==> config.mk <==
export PLATFORM = sky130hd
export DESIGN_NAME = raft_election_endpoint
export DESIGN_NICKNAME = d
export VERILOG_FILES = /design/src/hdl/ree_pkg.sv /design/src/hdl/ree_queue.sv /design/src/hdl/ree_front.sv /design/src/hdl/ree_back.sv /design/src/hdl/raft_election_endpoint.sv
export SDC_FILE = /design/constraint.sdc
export NUM_CORES = 1
export LEC_CHECK = 0
export BUFFER_PORTS_ARGS = -buffer_cell sky130_fd_sc_hd__buf_2
export CAP_MARGIN = 10
export CORE_MARGIN = 3
export CORE_UTILIZATION = 45
export DETAILED_ROUTE_END_ITERATION = 7
export MAX_ROUTING_LAYER = met4
export PLACE_DENSITY = 0.6
export REMOVE_ABC_BUFFERS = 1
export SLEW_MARGIN = 10
export SYNTH_ARGS = -nofsm -noshare
export SYNTH_HDL_FRONTEND = slang
export SYNTH_SLANG_ARGS = --single-unit
==> constraint.sdc <==
create_clock -name clock -period 16 [get_ports clock]
set_input_delay 3.2 -clock clock [delete_from_list [all_inputs] [get_ports clock]]
set_output_delay 3.2 -clock clock [all_outputs]
set_load 0.01 [all_outputs]
==> src/hdl/ree_pkg.sv <==
`timescale 1ns / 1ps
// ----------------------------------------------------------------------------
// Raft election endpoint package
// Shared types, codes, reset values and helper functions for the endpoint.
// ----------------------------------------------------------------------------
package ree_pkg;

   // Default parameter values
   localparam int MAX_NODES_DEFAULT = 8;
   localparam int TERM_BITS_DEFAULT = 32;

   // Vote map covers every 3-bit node identifier
   localparam int MAP_BITS = 8;

   // Depth of the queue between front and back end
   localparam int JOB_QUEUE_DEPTH = 2;

   // Register reset values
   localparam logic [2:0]  NODE_ID_RESET      = 3'd0;
   localparam logic [3:0]  CLUSTER_SIZE_RESET = 4'd3;
   localparam logic [23:0] ELECTION_TO_RESET  = 24'd150;
   localparam logic [15:0] HB_INTERVAL_RESET  = 16'd50;

   // Input event codes
   typedef enum logic [2:0] {
      MODE_TICK     = 3'd0,
      MODE_VOTE_REQ = 3'd1,
      MODE_HB_REQ   = 3'd2,
      MODE_VOTE_RSP = 3'd3,
      MODE_HB_RSP   = 3'd4
   } mode_type;

   // Outgoing message kinds
   typedef enum logic [1:0] {
      KIND_VOTE_RSP = 2'd0,
      KIND_HB_RSP   = 2'd1,
      KIND_VOTE_REQ = 2'd2,
      KIND_HB       = 2'd3
   } kind_type;

   // Node roles
   typedef enum logic [1:0] {
      ROLE_FOLLOWER  = 2'd0,
      ROLE_CANDIDATE = 2'd1,
      ROLE_LEADER    = 2'd2
   } role_type;

   // Configuration register indexes
   typedef enum logic [2:0] {
      CSR_NODE_ID       = 3'd0,
      CSR_CLUSTER_SIZE  = 3'd1,
      CSR_ELECTION_TO   = 3'd2,
      CSR_HB_INTERVAL   = 3'd3,
      CSR_OWN_LAST_IDX  = 3'd4,
      CSR_OWN_LAST_TERM = 3'd5
   } csr_index_type;

   // Configuration register set
   typedef struct packed {
      logic [2:0]  node_id;
      logic [3:0]  cluster_size;
      logic [23:0] election_timeout;
      logic [15:0] heartbeat_interval;
      logic [31:0] own_last_index;
      logic [31:0] own_last_term;
   } cfg_type;

   // Work handed from front end to back end: one reply or one fan-out round
   typedef struct packed {
      kind_type    kind;
      logic        fan;
      logic [2:0]  dest;
      logic        ok;
      logic [31:0] term;
      role_type    role;
      logic [3:0]  size;
      logic [2:0]  me;
   } job_type;

   // Effective cluster size: clamp to [1, cap], grow to cover own id
   function automatic logic [3:0] eff_size(input logic [3:0] cluster_size,
                                           input logic [2:0] node_id,
                                           input logic [3:0] cap);
      logic [3:0] n;
      n = cluster_size;
      if (n == 4'd0) n = 4'd1;
      if (n > cap) n = cap;
      if ({1'b0, node_id} >= n) n = {1'b0, node_id} + 4'd1;
      return n;
   endfunction

   // Strict majority of the first n vote bits
   function automatic logic majority(input logic [MAP_BITS-1:0] map,
                                     input logic [3:0] n);
      logic [3:0] c;
      c = 4'd0;
      for (int i = 0; i < MAP_BITS; i++) begin
         if (4'(i) < n) c = c + 4'(map[i]);
      end
      return c > (n >> 1);
   endfunction

endpackage

==> src/hdl/ree_queue.sv <==
`timescale 1ns / 1ps
// ----------------------------------------------------------------------------
// Job queue
// Small register FIFO decoupling the event front end from the message back end.
// ----------------------------------------------------------------------------
module ree_queue #(
   parameter int WIDTH = 8,
   parameter int DEPTH = 2
) (
   input  logic             clock,
   input  logic             reset,
   input  logic             push,
   input  logic [WIDTH-1:0] wr_data,
   input  logic             pop,
   output logic [WIDTH-1:0] rd_data,
   output logic             full,
   output logic             empty
);

   localparam int PTR_W = (DEPTH > 1) ? $clog2(DEPTH) : 1;
   localparam int CNT_W = $clog2(DEPTH + 1);

   logic [WIDTH-1:0] store_ff [DEPTH];
   logic [PTR_W-1:0] wr_ptr_ff, wr_ptr_in;
   logic [PTR_W-1:0] rd_ptr_ff, rd_ptr_in;
   logic [CNT_W-1:0] count_ff, count_in;
   logic             do_push, do_pop;

   assign full    = (count_ff == CNT_W'(DEPTH));
   assign empty   = (count_ff == '0);
   assign do_push = push && !full;
   assign do_pop  = pop && !empty;
   assign rd_data = store_ff[rd_ptr_ff];

   // Pointer and occupancy update
   always_comb begin
      wr_ptr_in = wr_ptr_ff;
      rd_ptr_in = rd_ptr_ff;
      count_in  = count_ff;
      if (do_push) begin
         wr_ptr_in = (wr_ptr_ff == PTR_W'(DEPTH - 1)) ? '0 : wr_ptr_ff + PTR_W'(1);
      end
      if (do_pop) begin
         rd_ptr_in = (rd_ptr_ff == PTR_W'(DEPTH - 1)) ? '0 : rd_ptr_ff + PTR_W'(1);
      end
      if (do_push && !do_pop) count_in = count_ff + CNT_W'(1);
      else if (!do_push && do_pop) count_in = count_ff - CNT_W'(1);
   end

   always_ff @(posedge clock) begin
      if (reset) begin
         wr_ptr_ff <= '0;
         rd_ptr_ff <= '0;
         count_ff  <= '0;
      end else begin
         wr_ptr_ff <= wr_ptr_in;
         rd_ptr_ff <= rd_ptr_in;
         count_ff  <= count_in;
      end
   end

   // Entry storage, no reset needed
   always_ff @(posedge clock) begin
      if (do_push) store_ff[wr_ptr_ff] <= wr_data;
   end

endmodule

==> src/hdl/ree_front.sv <==
`timescale 1ns / 1ps
// ----------------------------------------------------------------------------
// Election front end
// Takes one event per cycle while accept is high, updates role, term, votes
// and timers, and queues a job describing the messages the event causes.
// ----------------------------------------------------------------------------
module ree_front #(
   parameter int MAX_NODES = ree_pkg::MAX_NODES_DEFAULT,
   parameter int TERM_BITS = ree_pkg::TERM_BITS_DEFAULT
) (
   input  logic              clock,
   input  logic              reset,
   input  logic              accept,
   input  logic [2:0]        mode,
   input  logic [31:0]       msg_term,
   input  logic [2:0]        sender_id,
   input  logic              granted,
   input  logic [31:0]       cand_last_index,
   input  logic [31:0]       cand_last_term,
   input  ree_pkg::cfg_type  cfg,
   output logic              job_push,
   output ree_pkg::job_type  job
);

   localparam logic [3:0] NODE_CAP = (MAX_NODES < 8) ? 4'(MAX_NODES) : 4'd8;
   localparam int MB = ree_pkg::MAP_BITS;

   ree_pkg::role_type    role_ff, role_in, s_role;
   logic [TERM_BITS-1:0] term_ff, term_in, s_term, mterm;
   logic                 voted_ff, voted_in, s_voted;
   logic [2:0]           vnode_ff, vnode_in;
   logic [MB-1:0]        map_ff, map_in, s_map, map_new;
   logic [23:0]          ec_ff, ec_in, s_ec, ec_inc;
   logic [15:0]          hb_ff, hb_in, hb_inc;
   logic [3:0]           eff;
   logic                 higher, not_lower, free, fresh, event_ok;
   ree_pkg::mode_type    mode_e;

   assign mode_e = ree_pkg::mode_type'(mode);

   // Event decode and state update
   always_comb begin
      mterm     = TERM_BITS'(msg_term);
      higher    = mterm > term_ff;
      not_lower = mterm >= term_ff;
      eff       = ree_pkg::eff_size(cfg.cluster_size, cfg.node_id, NODE_CAP);
      ec_inc    = (ec_ff != '1) ? ec_ff + 24'd1 : ec_ff;
      hb_inc    = (hb_ff != '1) ? hb_ff + 16'd1 : hb_ff;
      free      = 1'b0;
      fresh     = 1'b0;
      event_ok  = 1'b0;
      map_new   = map_ff;

      // higher term in any message: adopt it and fall back to follower
      s_role  = role_ff;
      s_term  = term_ff;
      s_voted = voted_ff;
      s_map   = map_ff;
      s_ec    = ec_ff;
      if (mode_e inside {[ree_pkg::MODE_VOTE_REQ:ree_pkg::MODE_HB_RSP]} && higher) begin
         s_term  = mterm;
         s_voted = 1'b0;
         s_map   = '0;
         if (role_ff != ree_pkg::ROLE_FOLLOWER) s_ec = '0;
         s_role  = ree_pkg::ROLE_FOLLOWER;
      end

      role_in  = s_role;
      term_in  = s_term;
      voted_in = s_voted;
      vnode_in = vnode_ff;
      map_in   = s_map;
      ec_in    = s_ec;
      hb_in    = hb_ff;

      job_push = 1'b0;
      job.kind = ree_pkg::KIND_VOTE_RSP;
      job.fan  = 1'b0;
      job.dest = sender_id;
      job.ok   = 1'b0;

      case (mode_e)
         ree_pkg::MODE_TICK: begin
            if (role_ff == ree_pkg::ROLE_LEADER) begin
               // heartbeat round timer
               if (hb_inc >= cfg.heartbeat_interval) begin
                  hb_in    = '0;
                  job.kind = ree_pkg::KIND_HB;
                  job.fan  = 1'b1;
                  job_push = (eff > 4'd1);
               end else begin
                  hb_in = hb_inc;
               end
            end else if (ec_inc >= cfg.election_timeout) begin
               // election timeout: new term, vote for self
               term_in  = (term_ff != '1) ? term_ff + TERM_BITS'(1) : term_ff;
               voted_in = 1'b1;
               vnode_in = cfg.node_id;
               map_in   = MB'(1) << cfg.node_id;
               ec_in    = '0;
               job.fan  = 1'b1;
               if (ree_pkg::majority(map_in, eff)) begin
                  role_in  = ree_pkg::ROLE_LEADER;
                  hb_in    = '0;
                  job.kind = ree_pkg::KIND_HB;
               end else begin
                  role_in  = ree_pkg::ROLE_CANDIDATE;
                  job.kind = ree_pkg::KIND_VOTE_REQ;
               end
               job_push = (eff > 4'd1);
            end else begin
               ec_in = ec_inc;
            end
         end
         ree_pkg::MODE_VOTE_REQ: begin
            // up-to-date rule on the candidate's log
            free  = !s_voted || (vnode_ff == sender_id);
            fresh = (cand_last_term > cfg.own_last_term) ||
                    ((cand_last_term == cfg.own_last_term) &&
                     (cand_last_index >= cfg.own_last_index));
            if (not_lower && free && fresh) begin
               event_ok = 1'b1;
               voted_in = 1'b1;
               vnode_in = sender_id;
               ec_in    = '0;
            end
            job.kind = ree_pkg::KIND_VOTE_RSP;
            job.ok   = event_ok;
            job_push = 1'b1;
         end
         ree_pkg::MODE_HB_REQ: begin
            if (not_lower) begin
               event_ok = 1'b1;
               role_in  = ree_pkg::ROLE_FOLLOWER;
               map_in   = '0;
               ec_in    = '0;
            end
            job.kind = ree_pkg::KIND_HB_RSP;
            job.ok   = event_ok;
            job_push = 1'b1;
         end
         ree_pkg::MODE_VOTE_RSP: begin
            // not_lower after step-down means equal terms
            if (s_role == ree_pkg::ROLE_CANDIDATE && not_lower && granted) begin
               map_new = s_map;
               if ({1'b0, sender_id} < eff) map_new = s_map | (MB'(1) << sender_id);
               map_in = map_new;
               if (ree_pkg::majority(map_new, eff)) begin
                  role_in  = ree_pkg::ROLE_LEADER;
                  hb_in    = '0;
                  job.kind = ree_pkg::KIND_HB;
                  job.fan  = 1'b1;
                  job_push = (eff > 4'd1);
               end
            end
         end
         ree_pkg::MODE_HB_RSP: begin
            // acts only through the term check above
         end
         default: begin
            // unknown event: nothing changes
            role_in  = role_ff;
            term_in  = term_ff;
            voted_in = voted_ff;
            map_in   = map_ff;
            ec_in    = ec_ff;
         end
      endcase

      job.term = 32'(term_in);
      job.role = role_in;
      job.size = eff;
      job.me   = cfg.node_id;
      job_push = job_push && accept;
   end

   // Node state
   always_ff @(posedge clock) begin
      if (reset) begin
         role_ff  <= ree_pkg::ROLE_FOLLOWER;
         term_ff  <= '0;
         voted_ff <= 1'b0;
         vnode_ff <= '0;
         map_ff   <= '0;
         ec_ff    <= '0;
         hb_ff    <= '0;
      end else if (accept) begin
         role_ff  <= role_in;
         term_ff  <= term_in;
         voted_ff <= voted_in;
         vnode_ff <= vnode_in;
         map_ff   <= map_in;
         ec_ff    <= ec_in;
         hb_ff    <= hb_in;
      end
   end

endmodule

==> src/hdl/ree_back.sv <==
`timescale 1ns / 1ps
// ----------------------------------------------------------------------------
// Message back end
// Expands each queued job into result register messages, one per cycle while
// that register is free or popped, walking the peer list for fan-out rounds.
// ----------------------------------------------------------------------------
module ree_back (
   input  logic              clock,
   input  logic              reset,
   input  ree_pkg::job_type  job,
   input  logic              job_valid,
   output logic              job_pop,
   input  ree_pkg::cfg_type  cfg,
   input  logic              out_pop,
   output logic              out_valid,
   output logic [1:0]        out_kind,
   output logic [2:0]        out_dest_id,
   output logic [31:0]       out_term,
   output logic              out_ok_flag,
   output logic [31:0]       out_last_index,
   output logic [31:0]       out_last_term,
   output logic [1:0]        out_role_now,
   output logic              out_last_of_run
);

   logic        valid_ff, valid_in;
   logic [2:0]  cursor_ff, cursor_in;
   logic        advance, last;
   logic [2:0]  dest;
   logic [3:0]  nxt;
   logic        is_vreq;

   logic [1:0]  kind_ff;
   logic [2:0]  dest_ff;
   logic [31:0] term_ff;
   logic        ok_ff;
   logic [31:0] li_ff;
   logic [31:0] lt_ff;
   logic [1:0]  role_ff;
   logic        last_ff;

   // Next peer of the round, skipping own id
   always_comb begin
      advance = job_valid && (!valid_ff || out_pop);
      dest    = job.fan ? ((cursor_ff == job.me) ? cursor_ff + 3'd1 : cursor_ff) : job.dest;
      nxt     = {1'b0, dest} + 4'd1;
      last    = !job.fan || (nxt >= job.size) ||
                ((nxt == {1'b0, job.me}) && (nxt + 4'd1 >= job.size));
      job_pop = advance && last;
      is_vreq = (job.kind == ree_pkg::KIND_VOTE_REQ);

      cursor_in = cursor_ff;
      if (advance) cursor_in = last ? 3'd0 : nxt[2:0];

      valid_in = valid_ff;
      if (advance) valid_in = 1'b1;
      else if (out_pop) valid_in = 1'b0;
   end

   always_ff @(posedge clock) begin
      if (reset) begin
         valid_ff  <= 1'b0;
         cursor_ff <= '0;
      end else begin
         valid_ff  <= valid_in;
         cursor_ff <= cursor_in;
      end
   end

   // Result register
   always_ff @(posedge clock) begin
      if (advance) begin
         kind_ff <= job.kind;
         dest_ff <= dest;
         term_ff <= job.term;
         ok_ff   <= job.fan ? 1'b0 : job.ok;
         li_ff   <= is_vreq ? cfg.own_last_index : 32'd0;
         lt_ff   <= is_vreq ? cfg.own_last_term : 32'd0;
         role_ff <= job.role;
         last_ff <= last;
      end
   end

   assign out_valid       = valid_ff;
   assign out_kind        = kind_ff;
   assign out_dest_id     = dest_ff;
   assign out_term        = term_ff;
   assign out_ok_flag     = ok_ff;
   assign out_last_index  = li_ff;
   assign out_last_term   = lt_ff;
   assign out_role_now    = role_ff;
   assign out_last_of_run = last_ff;

endmodule

==> src/hdl/raft_election_endpoint.sv <==
`timescale 1ns / 1ps
// ----------------------------------------------------------------------------
// Raft election endpoint
// Leader-election logic of one Raft node: roles, terms, votes and timers.
// ----------------------------------------------------------------------------
// One event (tick, vote request, heartbeat request, vote reply, heartbeat
// reply) is accepted per clock while the two-entry job queue has room; the
// front end updates the node state in the accepting cycle. The back end
// issues one outgoing message per cycle into the result register when it is
// empty or being popped; a reply is one message, a fan-out round one per peer
// (effective cluster size minus one, up to seven). An event's first result
// passes the job queue, then the result register. Configuration writes are
// always ready and must only be made while no event is in flight.
module raft_election_endpoint #(
   parameter int MAX_NODES = ree_pkg::MAX_NODES_DEFAULT,
   parameter int TERM_BITS = ree_pkg::TERM_BITS_DEFAULT
) (
   input  logic        clock,
   input  logic        reset,
   // event input
   input  logic        push,
   output logic        full,
   input  logic [2:0]  req_mode,
   input  logic [31:0] req_msg_term,
   input  logic [2:0]  req_sender_id,
   input  logic        req_granted,
   input  logic [31:0] req_cand_last_index,
   input  logic [31:0] req_cand_last_term,
   // outgoing messages
   output logic        empty,
   input  logic        pop,
   output logic [1:0]  rsp_kind,
   output logic [2:0]  rsp_dest_id,
   output logic [31:0] rsp_out_term,
   output logic        rsp_ok_flag,
   output logic [31:0] rsp_out_last_index,
   output logic [31:0] rsp_out_last_term,
   output logic [1:0]  rsp_role_now,
   output logic        rsp_last_of_run,
   // configuration
   input  logic        csr_valid,
   output logic        csr_ready,
   input  logic [2:0]  csr_index,
   input  logic [31:0] csr_data
);

   localparam int JOB_W = $bits(ree_pkg::job_type);

   ree_pkg::cfg_type cfg_ff;
   ree_pkg::job_type job_wr, job_rd;
   logic             job_push, job_pop, job_full, job_empty;
   logic             accept, out_valid;

   assign accept    = push && !job_full;
   assign full      = job_full;
   assign empty     = !out_valid;
   assign csr_ready = 1'b1;

   // Configuration registers
   always_ff @(posedge clock) begin
      if (reset) begin
         cfg_ff.node_id            <= ree_pkg::NODE_ID_RESET;
         cfg_ff.cluster_size       <= ree_pkg::CLUSTER_SIZE_RESET;
         cfg_ff.election_timeout   <= ree_pkg::ELECTION_TO_RESET;
         cfg_ff.heartbeat_interval <= ree_pkg::HB_INTERVAL_RESET;
         cfg_ff.own_last_index     <= '0;
         cfg_ff.own_last_term      <= '0;
      end else if (csr_valid && csr_ready) begin
         case (ree_pkg::csr_index_type'(csr_index))
            ree_pkg::CSR_NODE_ID:       cfg_ff.node_id            <= csr_data[2:0];
            ree_pkg::CSR_CLUSTER_SIZE:  cfg_ff.cluster_size       <= csr_data[3:0];
            ree_pkg::CSR_ELECTION_TO:   cfg_ff.election_timeout   <= csr_data[23:0];
            ree_pkg::CSR_HB_INTERVAL:   cfg_ff.heartbeat_interval <= csr_data[15:0];
            ree_pkg::CSR_OWN_LAST_IDX:  cfg_ff.own_last_index     <= csr_data;
            ree_pkg::CSR_OWN_LAST_TERM: cfg_ff.own_last_term      <= csr_data;
            default: ;
         endcase
      end
   end

   // Front end: event classification and node state
   ree_front #(
      .MAX_NODES (MAX_NODES),
      .TERM_BITS (TERM_BITS)
   ) u_front (
      .clock           (clock),
      .reset           (reset),
      .accept          (accept),
      .mode            (req_mode),
      .msg_term        (req_msg_term),
      .sender_id       (req_sender_id),
      .granted         (req_granted),
      .cand_last_index (req_cand_last_index),
      .cand_last_term  (req_cand_last_term),
      .cfg             (cfg_ff),
      .job_push        (job_push),
      .job             (job_wr)
   );

   // Job queue between the two ends
   ree_queue #(
      .WIDTH (JOB_W),
      .DEPTH (ree_pkg::JOB_QUEUE_DEPTH)
   ) u_queue (
      .clock   (clock),
      .reset   (reset),
      .push    (job_push),
      .wr_data (job_wr),
      .pop     (job_pop),
      .rd_data (job_rd),
      .full    (job_full),
      .empty   (job_empty)
   );

   // Back end: message generation
   ree_back u_back (
      .clock           (clock),
      .reset           (reset),
      .job             (job_rd),
      .job_valid       (!job_empty),
      .job_pop         (job_pop),
      .cfg             (cfg_ff),
      .out_pop         (pop && out_valid),
      .out_valid       (out_valid),
      .out_kind        (rsp_kind),
      .out_dest_id     (rsp_dest_id),
      .out_term        (rsp_out_term),
      .out_ok_flag     (rsp_ok_flag),
      .out_last_index  (rsp_out_last_index),
      .out_last_term   (rsp_out_last_term),
      .out_role_now    (rsp_role_now),
      .out_last_of_run (rsp_last_of_run)
   );

   // Vote requests only ever leave a candidate
   a_vreq_role: assert property (@(posedge clock) disable iff (reset)
      (!empty && rsp_kind == ree_pkg::KIND_VOTE_REQ) |-> rsp_role_now == ree_pkg::ROLE_CANDIDATE)
      else $error("vote request sent while not candidate");

   // Heartbeats only ever leave a leader
   a_hb_role: assert property (@(posedge clock) disable iff (reset)
      (!empty && rsp_kind == ree_pkg::KIND_HB) |-> rsp_role_now == ree_pkg::ROLE_LEADER)
      else $error("heartbeat sent while not leader");

   // The ok flag is set on replies only
   a_ok_reply: assert property (@(posedge clock) disable iff (reset)
      (!empty && rsp_ok_flag) |->
         (rsp_kind == ree_pkg::KIND_VOTE_RSP || rsp_kind == ree_pkg::KIND_HB_RSP))
      else $error("ok flag set on a request");

   // Log position is carried in vote requests only
   a_log_pos: assert property (@(posedge clock) disable iff (reset)
      (!empty && rsp_kind != ree_pkg::KIND_VOTE_REQ) |->
         (rsp_out_last_index == 32'd0 && rsp_out_last_term == 32'd0))
      else $error("log position in a message that is not a vote request");

endmodule

==> impl_results.md, run 1 <==
- Result of the run: completed
- Number of optimization iterations in the first detailed-route pass: 5
- Max-capacitance violation count: 0
- Highest ir drop seen on vdd: 0.0948 mV
- Final routed wire length divided by cell count: 19.2 um
- Clock period minus final worst setup slack: 11.75 ns
- CTS sink count: 407
- Number of antenna violations at the first check in global routing: 5
- Total number of H-tree levels: 2
- Detailed-route DRC error count: 0
- Worst Hold Class: flop to flop
- Portion of the clock cycle consumed by the worst path in the final layout: 73.5%
- Die outline height: 233 um
- Clock buffers created by TritonCTS: 45
- Clock Latency Late Sink: 0.58 ns
- Unrepaired setup endpoints after global routing: no
- Final Hold Vio Count: 0
- Pre-CTS setup slack: 3.73 ns
- CP required: 16.21 ns
- Sum of routed wire length over all layers: 65.9 mm
- Maximum achievable frequency: 85.1 MHz
- Post-CTS sizing: 0
- Summed instance area of the synthesized netlist: 23300 um2
- Standby leakage power: 0.0103 uW
- Starting DRT DRC Count: 1432
- Measured slew at the worst slew-check pin: 1.20 ns
- Growth of design area from synthesis to finish: 14.5%
- Clock Skew: 0.0238 ns
- Highest-delay cell along the critical path: sky130_fd_sc_hd__o311ai_0
- Maximum number of pins on one net before global-route repair: 97
- Number of enable-type register cells in the synthesized netlist: 201
- Chip width: 233 um
- Mean cell area of the mapped netlist: 9.21 um2
- WHS: 0.452 ns
- Number of synthesis warnings: 0
- Mapped Cells: 2527
- Final net count: 3064
- Async set or reset register ratio after synthesis: 0%
- Mean number of vias per cell: 5.67
- Final Slew Violations: 0
- Global-route wire length before repair: 102 mm
- Gr ovfl total: 0
- GRT Total Usage: 24.3%
- CTS tree: done
- CTS Root Cell: sky130_fd_sc_hd__clkbuf_16
- Placeable Area: 50600 um2
- Max stage delay on crit path: 0.70 ns
- Slew HR: 20.1%
- Distinct cells, synth: 97
- Count of state elements after synthesis: 407
- Share of post-route cells with drive strength above 1: 16.4%
- Initial Util: 46.0%
- Power per unit of standard cell area: 124 nW/um2
- Number of failing setup endpoints in the final timing report: 0
- Half-perimeter wire length after placement: 47.9 mm
- Number of placed instances, taps included: 3352
- Crit start category: input port
- Placement Rows: 82
- Commonest register cell after synthesis: sky130_fd_sc_hd__dfxtp_1
- Number of buffers added for setup after CTS: 0
- Critical-path maximum fanout: 32
- Placer Congestion: 0.924
- ANT nets after route: 0
- Final-layout setup total negative slack: 0 ns
- Number of global-route vias before repair: 18.5k
- Cell Count, Final, Fillers Out: 3440
- Most numerous cell on the critical path: sky130_fd_sc_hd__ha_1
- Io pins: 251
- Arrival @ worst endpoint: 11.97 ns
- Share of synthesized area occupied by flip-flops and latches: 43.7%
- Worst-case setup margin in the final layout: 4.25 ns
- Longest Clk Path Bufs: 3
- Hold buffer count at cts: 0
- Count of input and output buffers: 249
- Category of the critical setup timing path: input port to flop
- Clk pin slew, worst setup/hold paths: 0.06 ns
- Type of destination of the critical path: flop
- Total die area: 54500 um2
- Via Count: 19.5k
## routing by layer
layer / up-vias / GRT usage, % / wire (um)
met5: - / - / 0
met1: 9351 / 32.5 / 29600
met2: 552 / 38.8 / 30900
met3: 118 / 3.29 / 3820
li1: 9488 / - / -
met4: 0 / 6.92 / 1650
## cell families (layout without fill, tap and decap cells)
family	count (synthesis)	count (layout)	synth area share, %
simple gates	871	871	17.3
compound gates	621	621	17.5
flops	407	407	43.7
buf+inv	290	527	4.87
fa+ha+maj	194	194	10.4
mux	89	89	4.17
xor+xnor	54	54	2.06
other cells	1	5	0.0161
## stage by stage
step	util, %	total power [uW]	instance area [um2]
after floorplan	-	1920	22800
after global placement	49.6	2230	25100
after detailed placement	49.6	2250	25100
after CTS	52.7	3330	26600
after global routing	52.7	3470	26600
final	52.7	3300	26600
## critical path, delay by kind of cell
family | cells | cell delay [ns]
AOI/OAI and AO/OA | 13 | 3.07
buffers and inverters | 3 | 0.72
adders and majority gates | 10 | 2.76
and+or+nand+nor | 16 | 2.15
## path summary, 6_finish.rpt
kind / from / to / slack (ns) / cells after the start
hold reg to reg: cfg_ff[56] / cfg_ff[56] / 0.45 / 2
hold / removal: cfg_ff[56] / cfg_ff[56] / 0.45 / 2
setup / recovery: req_msg_term[15] / u_queue.store_ff[1][1] / 4.25 / 42
setup reg to reg: cfg_ff[107] / u_queue.store_ff[1][1] / 4.92 / 48
## flip-flops by register name, indices dropped and copies added, names as in the netlist, 2 cells and up, named ones only
register	flops
u_queue.count_ff	2
u_front.term_ff	32
u_back.out_dest_id	3
u_back.out_kind	2
u_back.out_term	32
u_front.ec_ff	24
u_front.role_ff	2
u_back.cursor_ff	3
u_queue.store_ff	96
u_back.out_last_term	32
cfg_ff	111
u_front.hb_ff	16
u_front.map_ff	8
u_front.vnode_ff	3
u_back.out_role_now	2
u_back.out_last_index	32
## cells in the final DEF, fill, tap and decap left out, types with 19 or more instances in the layout
master                      count
sky130_fd_sc_hd__mux2_2        53
sky130_fd_sc_hd__clkbuf_16     47
sky130_fd_sc_hd__and2_1        26
sky130_fd_sc_hd__nor2_1       123
sky130_fd_sc_hd__edfxtp_1     201
sky130_fd_sc_hd__buf_4         27
sky130_fd_sc_hd__xor2_1        19
sky130_fd_sc_hd__nand2b_1      19
sky130_fd_sc_hd__buf_2        248
sky130_fd_sc_hd__nor3_1        89
sky130_fd_sc_hd__mux2i_1       33
sky130_fd_sc_hd__dfxtp_1      205
sky130_fd_sc_hd__inv_1        167
sky130_fd_sc_hd__a21o_1        64
sky130_fd_sc_hd__a21oi_1      226
sky130_fd_sc_hd__a211oi_1      22
sky130_fd_sc_hd__o211ai_1      28
sky130_fd_sc_hd__nand3_1       48
sky130_fd_sc_hd__o21ai_0       91
sky130_fd_sc_hd__and3_1        30
sky130_fd_sc_hd__ha_1         194
sky130_fd_sc_hd__nor2b_1       22
sky130_fd_sc_hd__o21a_1        21
sky130_fd_sc_hd__xnor2_1       34
sky130_fd_sc_hd__nand2_1      409
sky130_fd_sc_hd__nand4_1       36
## final cells by class
type	count	area, um2
diodes	4	10.0
clock buffers	64	1300
clock inverters	20	228
fillers	4743	23900
inverters	168	633
multi-input cells	1830	12000
flip-flops and latches	407	10200
well taps	672	841
repair buffers	275	1440
## cells in the mapped netlist, types with 36 or more instances
cell / number / area share (%)
sky130_fd_sc_hd__o21ai_0: 91 / 2.0
sky130_fd_sc_hd__inv_1: 168 / 2.7
sky130_fd_sc_hd__dfxtp_1: 206 / 18
sky130_fd_sc_hd__nand2_1: 409 / 6.6
sky130_fd_sc_hd__ha_1: 194 / 10
sky130_fd_sc_hd__nor2_1: 127 / 2.0
sky130_fd_sc_hd__a21o_1: 64 / 2.1
sky130_fd_sc_hd__a21oi_1: 227 / 4.9
sky130_fd_sc_hd__nor3_1: 91 / 2.0
sky130_fd_sc_hd__nand4_1: 36 / 0.97
sky130_fd_sc_hd__edfxtp_1: 201 / 26
sky130_fd_sc_hd__clkbuf_1: 93 / 1.5
sky130_fd_sc_hd__nand3_1: 48 / 1.0
sky130_fd_sc_hd__mux2_2: 53 / 2.6
## report_power, final
part           internal (uW)  total [uW]  switching [uW]
Clock                    646        1080             429
Combinational            301         861             560
Sequential              1300        1360            60.7
Power figures use the tool's default switching activity.
==> run 2, diff against run 1 <==
clock period = 11.7 ns   (was 16 ns; I/O delays follow)
==> run 2 against run 1 <==
Against the previous run:
- worst setup slack got worse by 3.1 ns
- die area unchanged
- combinational power up 37%
- critical path type is now flop to flop
- routed wire length grew 0.16%
- core utilization up 0.12 points
- largest power group unchanged
==> impl_results.md, run 2 (same netlist as run 1, synthesis figures left out) <==
- Worst-case setup margin in the final layout: 1.13 ns (-3.12 ns)
- Register ranked first by flip-flop count: cfg_ff
- Final routed wire length divided by cell count: 19.2 um (about the same)
- Unrepaired setup endpoints after global routing: no
- Number of antenna violations at the first check in global routing: 1 (-4)
- Measured slew at the worst slew-check pin: 1.15 ns (-0.0482 ns)
- Clock buffers created by TritonCTS: 46 (+2.2%)
- Total die area: 54500 um2 (unchanged)
- Worst Hold Class: flop to flop
- Flip-flop count of the largest register after layout: 111 (unchanged)
- Arrival @ worst endpoint: 11.06 ns (-0.91 ns)
- Maximum number of pins on one net before global-route repair: 100 (+3.1%)
- Gr ovfl total: 0 (unchanged)
- Post-CTS sizing: 0 (unchanged)
- Placer Congestion: 0.913 (-1.2%)
- WHS: 0.454 ns (+0.00263 ns)
- Number of placed instances, taps included: 3359 (+0.21%)
- Clock Latency Late Sink: 0.58 ns (about the same)
- Critical-path maximum fanout: 14 (-56%)
- Max stage delay on crit path: 0.65 ns (-0.05 ns)
- Largest registers: cfg_ff (111), u_queue.store_ff (96)
- Half-perimeter wire length after placement: 48.0 mm (+0.35%)
- Sum of routed wire length over all layers: 66.0 mm (+0.16%)
- ANT nets after route: 0 (unchanged)
- Clock Skew: 0.0113 ns (-0.0125 ns)
- Result of the run: completed
- Maximum achievable frequency: 94.6 MHz
- Chip width: 233 um (unchanged)
- Clk pin slew, worst setup/hold paths: 0.06 ns (about the same)
- Cell Count, Final, Fillers Out: 3447 (+0.20%)
- Final net count: 3072 (+0.26%)
- Detailed-route DRC error count: 0 (unchanged)
- Die outline height: 233 um (unchanged)
- Number of global-route vias before repair: 18.9k (+2.1%)
- Growth of design area from synthesis to finish: 14.8%
- Number of optimization iterations in the first detailed-route pass: 5 (unchanged)
- Hold buffer count at cts: 0 (unchanged)
- Number of buffers added for setup after CTS: 0 (unchanged)
- Total Power: 4520 uW (+37%)
- Pre-CTS setup slack: 0.575 ns (-3.15 ns)
- Number of failing setup endpoints in the final timing report: 0 (unchanged)
- Count of input and output buffers: 249 (unchanged)
- Starting DRT DRC Count: 1279 (-11%)
- Mean number of vias per cell: 5.68 (+0.20%)
- Placeable Area: 50600 um2 (unchanged)
- Top library cells by usage in the layout, fill and taps aside: 409 x sky130_fd_sc_hd__nand2_1, 248 x sky130_fd_sc_hd__buf_2, 226 x sky130_fd_sc_hd__a21oi_1
- Type of destination of the critical path: flop
- Worst-case register-to-register setup slack: 1.13 ns (-3.79 ns)
- Clock period minus final worst setup slack: 10.57 ns
- Category of the critical setup timing path: flop to flop
- Initial Util: 46.0% (unchanged)
- Crit start category: flop
- Standby leakage power: 0.0104 uW (+0.30%)
- Most numerous cell on the critical path: sky130_fd_sc_hd__ha_1
- Slew HR: 22.7% (+2.6 points)
- CTS Root Cell: sky130_fd_sc_hd__clkbuf_16
- Via Count: 19.6k (+0.40%)
- GRT Total Usage: 24.4% (+0.075 points)
- Placement Rows: 82 (unchanged)
- CTS tree: done
- CTS sink count: 407 (unchanged)
- Portion of the clock cycle consumed by the worst path in the final layout: 90.3%
- Longest Clk Path Bufs: 3 (unchanged)
- Io pins: 251 (unchanged)
- Max-capacitance violation count: 0 (unchanged)
- Global-route wire length before repair: 103 mm (+0.73%)
- Share of post-route cells with drive strength above 1: 16.6% (+0.24 points)
- Final Hold Vio Count: 0 (unchanged)
- Most common cell after layout, fill and taps aside: sky130_fd_sc_hd__nand2_1
- Final non-filler cell area: 26700 um2 (+0.23%)
- Highest-delay cell along the critical path: sky130_fd_sc_hd__dfxtp_1
- Final Slew Violations: 0 (unchanged)
- Crit path buf inv count: 5 (+2)
- Placed inst area: 25200 um2 (+0.26%)
- Family with the most delay on the worst path: adder cells
- Highest ir drop seen on vdd: 0.128 mV (+35%)
- CP required: 12.19 ns (-4.02 ns)
- Total number of H-tree levels: 2 (unchanged)
- Power per unit of standard cell area: 169 nW/um2 (+37%)
-- run 2: cell count changes in the layout (fill, tap and decap cells not counted), sizes merged --
cell      before  now
clkinvlp       0    2
bufinv         5    4
inv          169  171
buf          275  282
clkbuf        64   62
clkinv        14   15
diode          4    2
-- run 2: report_power, final --
group	internal [uW]	switching, uW
Clock	868	600
Sequential	1780	82.7
Combinational	417	767
Total	3070	1450
-- run 2: cell type report --
cell class	instances	area, um2
Tap cell	672	841
Antenna cell	2	5.00
Sequential cell	407	10200
Timing Repair Buffer	282	1510
Inverter	168	633
Fill cell	4706	23900
Multi-Input combinational cell	1830	12000
Clock buffer	62	1290
Clock inverter	24	234
-- run 2: worst paths after layout --
check | from | cells after the start | to
setup / recovery | cfg_ff[107] | 51 | u_queue.count_ff[1]
hold / removal | cfg_ff[46] | 2 | cfg_ff[46]
setup reg to reg | cfg_ff[107] | 51 | u_queue.count_ff[1]
hold reg to reg | cfg_ff[46] | 2 | cfg_ff[46]
-- run 2: layer usage --
layer  GRT usage, %  wire, um
met5              -         0
met4           6.60      1620
met3           3.27      3510
met2           39.5     31300
met1           32.3     29600
-- run 2: per-stage QoR --
step           util, %  setup TNS, ns
2_1_floorplan        -         -31.67
3_3_place_gp      49.8              0
3_5_place_dp      49.8              0
4_1_cts           52.8              0
5_1_grt           52.8              0
6_report          52.8              0
-- run 2: worst register-to-register path: cells and delay by family (launching register included) --
family	cells	cell delay [ns]
AND/OR/NAND/NOR	16	2.78
flip-flops	1	0.65
buffers and inverters	5	0.66
adder cells (fa/ha/maj)	12	3.27
AO/OA/AOI/OAI	17	2.92
multiplexers	1	0.19
